==> src/chm_pkg.sv <==
// Shared types and codes for the chained hash map engine.
package chm_pkg;

  typedef enum logic [3:0] {
    CMD_GET    = 4'd0,
    CMD_SET    = 4'd1,
    CMD_REMOVE = 4'd2,
    CMD_MULTI  = 4'd3,
    CMD_FNEXT  = 4'd4,
    CMD_COUNT  = 4'd5,
    CMD_RMENT  = 4'd6,
    CMD_RMALL  = 4'd7,
    CMD_CLEAR  = 4'd8
  } cmd_t;

  localparam logic [1:0] STAT_OK   = 2'd0;
  localparam logic [1:0] STAT_MISS = 2'd1;
  localparam logic [1:0] STAT_FULL = 2'd2;

  typedef enum logic [4:0] {
    S_CLEAR,
    S_IDLE,
    S_BKT,
    S_HEAD,
    S_HEADW,
    S_WALK,
    S_REFRD,
    S_REFW,
    S_ADD,
    S_LINK,
    S_ER1,
    S_LRD,
    S_LWAIT,
    S_MV1,
    S_MV2,
    S_ERDONE,
    S_RESP
  } st_t;

endpackage

==> src/chm_mod.sv <==
// Bucket index unit: 64-bit key modulo the bucket count.
module chm_mod
  import chm_pkg::*;
#(
  parameter int BUCKETS = 1024
) (
  input  logic                       clk,
  input  logic                       rst_n,
  input  logic                       start,
  input  logic [63:0]                operand,
  output logic                       done,
  output logic [$clog2(BUCKETS)-1:0] rem
);

  localparam int BW = $clog2(BUCKETS);
  localparam bit IS_POW2 = (BUCKETS & (BUCKETS - 1)) == 0;
  localparam logic [32:0] DIVISOR = 33'(BUCKETS);
  localparam logic [31:0] RECIP = 32'((64'd1 << 32) / 64'(BUCKETS));

  // non power of two: four 16-bit digits, multiply by reciprocal then correct
  logic          busy_r, busy_nxt;
  logic          done_r, done_nxt;
  logic          phase_r, phase_nxt;
  logic [1:0]    dig_r, dig_nxt;
  logic [63:0]   opnd_r, opnd_nxt;
  logic [31:0]   y_r, y_nxt;
  logic [63:0]   prod_r, prod_nxt;
  logic [BW-1:0] rem_r, rem_nxt;
  logic [31:0]   y_cur;
  logic [32:0]   qb;
  logic [32:0]   diff;

  always_comb begin
    busy_nxt  = busy_r;
    done_nxt  = 1'b0;
    phase_nxt = phase_r;
    dig_nxt   = dig_r;
    opnd_nxt  = opnd_r;
    y_nxt     = y_r;
    prod_nxt  = prod_r;
    rem_nxt   = rem_r;
    y_cur     = {16'(rem_r), opnd_r[63:48]};
    qb        = 33'(prod_r[63:32]) * DIVISOR;
    diff      = {1'b0, y_r} - qb;
    if (start) begin
      if (IS_POW2) begin
        rem_nxt  = operand[BW-1:0];
        done_nxt = 1'b1;
      end else begin
        opnd_nxt  = operand;
        rem_nxt   = '0;
        dig_nxt   = '0;
        phase_nxt = 1'b0;
        busy_nxt  = 1'b1;
      end
    end else if (busy_r) begin
      if (!phase_r) begin
        y_nxt     = y_cur;
        prod_nxt  = {32'd0, y_cur} * {32'd0, RECIP};
        opnd_nxt  = {opnd_r[47:0], 16'd0};
        phase_nxt = 1'b1;
      end else begin
        if (diff >= DIVISOR) begin
          rem_nxt = BW'(diff - DIVISOR);
        end else begin
          rem_nxt = diff[BW-1:0];
        end
        phase_nxt = 1'b0;
        dig_nxt   = dig_r + 2'd1;
        if (dig_r == 2'd3) begin
          busy_nxt = 1'b0;
          done_nxt = 1'b1;
        end
      end
    end
  end

  always_ff @(posedge clk) begin
    if (!rst_n) begin
      busy_r <= 1'b0;
      done_r <= 1'b0;
    end else begin
      busy_r <= busy_nxt;
      done_r <= done_nxt;
    end
    phase_r <= phase_nxt;
    dig_r   <= dig_nxt;
    opnd_r  <= opnd_nxt;
    y_r     <= y_nxt;
    prod_r  <= prod_nxt;
    rem_r   <= rem_nxt;
  end

  assign done = done_r;
  assign rem  = rem_r;

endmodule

==> config.mk <==
export PLATFORM = sky130hd
export DESIGN_NAME = chm_mod
export DESIGN_NICKNAME = d
export VERILOG_FILES = /design/src/chm_pkg.sv /design/src/chm_mod.sv
export SDC_FILE = /design/constraint.sdc
export NUM_CORES = 1
export LEC_CHECK = 0
export BUFFER_PORTS_ARGS = -buffer_cell sky130_fd_sc_hd__buf_4
export CAP_MARGIN = 15
export CORE_MARGIN = 1.5
export CORE_UTILIZATION = 31
export DETAILED_ROUTE_END_ITERATION = 16
export PLACE_DENSITY = 0.9
export SYNTH_ARGS = -nofsm -noshare
export SYNTH_HDL_FRONTEND = slang
export SYNTH_SLANG_ARGS = --single-unit
==> constraint.sdc <==
create_clock -name clk -period 2.4 [get_ports clk]
set_input_delay 0.48 -clock clk [delete_from_list [all_inputs] [get_ports clk]]
set_output_delay 0.48 -clock clk [all_outputs]
set_load 0.02 [all_outputs]
======== Word-level counts from Yosys, hierarchy flattened ========
Cells that the tools add are included.
cells by class
  $add $sub $neg .......................... 3
  order comparisons ....................... 1
  eq/ne operators ......................... 1
  multiplexer cells ....................... 12
  bitwise gates (word level) .............. 2
  reduce and logical (&&, ||, !) cells .... 6
operators with widths
  kind                     number
  $mux W10                 4
  $ge A33 B11 Y1 const B   1
  $sub A26 B26 Y27         1
  $sub A10 B1 Y10 const B  1
  $mux W1                  8
  $reduce_and A3 Y1        2
  $reduce_and A2 Y1        2
  $reduce_bool A2 Y1       2
  $add A2 B1 Y2 const B    1
  $eq A2 B2 Y1 const B     1
  $not A1 Y1               2
word-level totals
  register bits after elaboration ......... 25

======== Depth between registers and ports, before layout ========
  depth after elaboration ................. 6
  depth in mapped cells ................... 3
  mapped depth without buffers ............ 3

======== Worst setup path before layout ========
OpenSTA, ideal clock, no wires.
  path kind ............................... input port to flip-flop
  from .................................... input port start
  to ...................................... register rem_r[0], in the netlist rem[0] (enable)
  arrival time ............................ 0.773 ns
  path slack .............................. 1.280 ns
  cell stages on the path ................. 1
  path buffers ............................ 0
  cells stage by stage .................... nand2b_1
on the way
  word-level cells in the longest chain between the ends .. 2
  elaborated cells on any way between the ends .. 3
RTL lines
  element                                 line           text
  from (decl)                             chm_mod.sv:9   input logic start,
  $reduce_bool A2 Y1 (no source line)     n/a
  $reduce_and A2 Y1 (no source line) (*)  n/a
  to (signal assigned)                    chm_mod.sv:91  rem_r <= rem_nxt;
  to (decl)                               chm_mod.sv:28  logic [BW-1:0] rem_r, rem_nxt;
Every way passes the cells marked *; elsewhere a longest branch is shown, timed or not.
A chain may end at the register's enable or synchronous reset.

======== Worst setup path after layout ========
  from .................................... register rem_r[8], in the netlist rem[8]
  to ...................................... output port rem[8]
RTL lines
  element    line           text
  to (decl)  chm_mod.sv:12  output logic [$clog2(BUCKETS)-1:0] rem
No word-level cell between the ends.

==> key figures <==
Layout
  – Final std cells w/o fill: 89
  – Synth-to-Final Area Change: 40.1%
  – Antenna Cells: 0
  – Final non-filler cell area: 791 sq um
  – Layout cells sized above 1: 42.2%
  – Net count, final: 133
  – Fill count: 155

Synth
  – Synthesis-stage register bit count: 15
  – Sequential share of the synthesized area: 76.3%
  – Post-synth top area share: 69.2%
  – Cells after Synth: 38
  – Synth top area cells: edfxtp_1 (69%), and2_1 (11%), dfxtp_1 (7.1%)
  – Post-Syn Nets: 106
  – YS warnings: 0
  – Mean Syn Cell Area: 14.8 sq um
  – Leading area contributor after synthesis: edfxtp_1
  – Library cells used by synthesis: 12
  – Synthesized area: 564 sq um

Detailed routing
  – Vias: 350
  – Drt initial violations: 2
  – Post-DR wirelength/cell: 9.35 microns
  – Drt via density: 3.93
  – Final wirelength: 832 microns
  – Remaining DRCs: 0
  – Pre-antenna DRT Iters: 2
  – Detail Route Antenna Nets: 0

Clock network
  – Setup repair bufs after CTS: 0
  – CTS tree: built
  – CTS resizes: 0
  – Clock latency on the worst-skew pair: 270 ps
  – H-Tree Level Count: 1
  – CTS sink cnt: 15
  – Max Root-Sink Buffers: 2
  – Post-CTS Hold Buffers: 0
  – Clock buffer count from CTS: 3
  – Clk root buf: clkbuf_4
  – Clock transition at the registers of the reported paths: 80 ps

Global route
  – Overflow after GRT: 0
  – Vias in the first global route: 303
  – GRT Total Usage: 8.77%
  – Global Route met2 Usage: 13.2%
  – Global-route track usage on met3: 2.78%
  – First-pass GRT wire length: 1.21 mm
  – Initial antenna violation count: 0
  – Largest net degree at the start of global routing: 16
  – Top Usage Layer GRT: met2
  – Met1 Usage GRT: 9.32%

STA
  – Final TNS setup: 0 ps
  – Setup Viol. Count Final: 0
  – Fmax: 0.775 GHz
  – Fin crit period: 1290 ps
  – PnR worst setup slack: 1110 ps
  – Clk_skew: 5.78 ps
  – Final worst path period share: 53.8%
  – Slew Viols, Final: 0
  – Slew at the pin with the worst max-slew slack: 427 ps
  – RSZ-0062 raised after global routing: false
  – Max-slew headroom: 71.5%
  – Final-report hold violation count: 0

Die
  – I/O pins: 78
  – Die Y: 45.7 microns
  – Starting Density: 32.7%
  – Core Area: 1730 sq um
  – # rows: 15
  – Die W: 45.7 microns
  – Die footprint: 2090 sq um

Critical path
  – Critical Path, Cell by Cell: buf_4
  – Cell family with most CP delay: flip-flops
  – CP max stage delay: 370 ps
  – Arr. time, crit path: 810 ps
  – WS Path Type: reg2out
  – Buf+Inv Stages, Crit Path: 1
  – Slowest CP cell: edfxtp_1
  – Worst setup EP type: output pin
  – Worst Path Required: 1920 ps
  – Reg2reg setup slack: 1280 ps
  – Crit-path max FO: 1
  – Setup crit start kind: register

Job
  – Max Cap Violations: 0

Run status
  – Status: completed

Power
  – PwrDens: 622 nW/um^2
  – Total power: 0.492 mW
  – Peak supply drop: 0.166 mV
  – LEAKAGE: 0.333 nW

Placed design
  – Pre-CTS setup slack: 1010 ps
  – Detailed placement HPWL: 698 microns
  – Placer congestion estimate: 0.698
  – PortBufs: 23
  – Placed insts: 85
  – Placement Cell Area: 763 sq um

Hold path
  – Worst min path class: in2reg
==> where the power goes <==
group,total (mW),internal (mW),leakage [nW],switching [mW]
clock network,0.133,0.0617,0.0177,0.0710
logic,0.0606,0.0314,0.170,0.0292
registers,0.299,0.296,0.146,0.00310
total,0.492,0.389,0.333,0.103
==> area by class of cell <==
class | count | area (sq um) | area share, %
Clock inverter | 1 | 5.00 | 0.633
Timing Repair Buffer | 23 | 173 | 21.8
Inverter | 3 | 11.3 | 1.42
Tap cell | 25 | 31.3 | 3.96
Sequential cell | 15 | 430 | 54.4
Multi-Input combinational cell | 19 | 118 | 14.9
Clock buffer | 3 | 22.5 | 2.85
==> cell usage in the layout, fill, tap and decap left out <==
| cell | netlist | final |
|---|---|---|
| nor2b_1 | 1 | 1 |
| ha_1 | 1 | 1 |
| o21ai_0 | 1 | 1 |
| clkbuf_4 | 0 | 3 |
| nand2b_1 | 1 | 1 |
| nor2_1 | 1 | 1 |
| nand2_1 | 3 | 3 |
| edfxtp_1 | 13 | 13 |
| inv_1 | 3 | 3 |
| clkinv_2 | 0 | 1 |
| and2_1 | 10 | 10 |
| dfxtp_1 | 2 | 2 |
| buf_4 | 0 | 23 |
| o311a_1 | 1 | 1 |
==> Yosys cell counts <==
cell type	number
edfxtp_1	13
and2_1	10
inv_1	3
nand2_1	3
dfxtp_1	2
buf_2	1
ha_1	1
nand2b_1	1
nor2_1	1
nor2b_1	1
o21ai_0	1
o311a_1	1
==> stage by stage <==
stage               hold slack (ps)  utilization (%)
floorplan                       436                -
global placement                442             44.2
detailed placement              463             44.2
CTS                             418             45.8
global route                    423             45.8
finish                          427             45.8
==> sequential cells by signal (all words and copies together) (netlist names) <==
name,flops
dig_r,2
rem,10
busy_r,1
done,1
phase_r,1
==> per-layer routing <==
layer,part of all wire [%],up-vias
met5,0,-
met3,14,0
met1,42,148
met4,0,0
li1,-,179
met2,43,23
==> worst paths after layout <==
path / startpoint / to / cells after the start
max: rem[8]$_SDFFCE_PN0P_ / rem[8] / 1
min: rst_n / done$_SDFF_PN0_ / 3
max reg2reg: busy_r$_SDFFE_PN0N_ / rem[0]$_SDFFCE_PN0P_ / 2
min reg2reg: busy_r$_SDFFE_PN0N_ / busy_r$_SDFFE_PN0N_ / 1
==> cells by family (layout without fill, tap and decap cells) <==
| kind of cell | count (synthesis) | count (layout) | synth area share [%] |
|---|---|---|---|
| flops | 15 | 15 | 76.3 |
| buf+inv | 4 | 30 | 2.88 |
| compound gates | 2 | 2 | 2.66 |
| simple gates | 16 | 16 | 16.0 |
| fa+ha+maj | 1 | 1 | 2.22 |
Note: power is estimated with default switching activity, not from simulation.
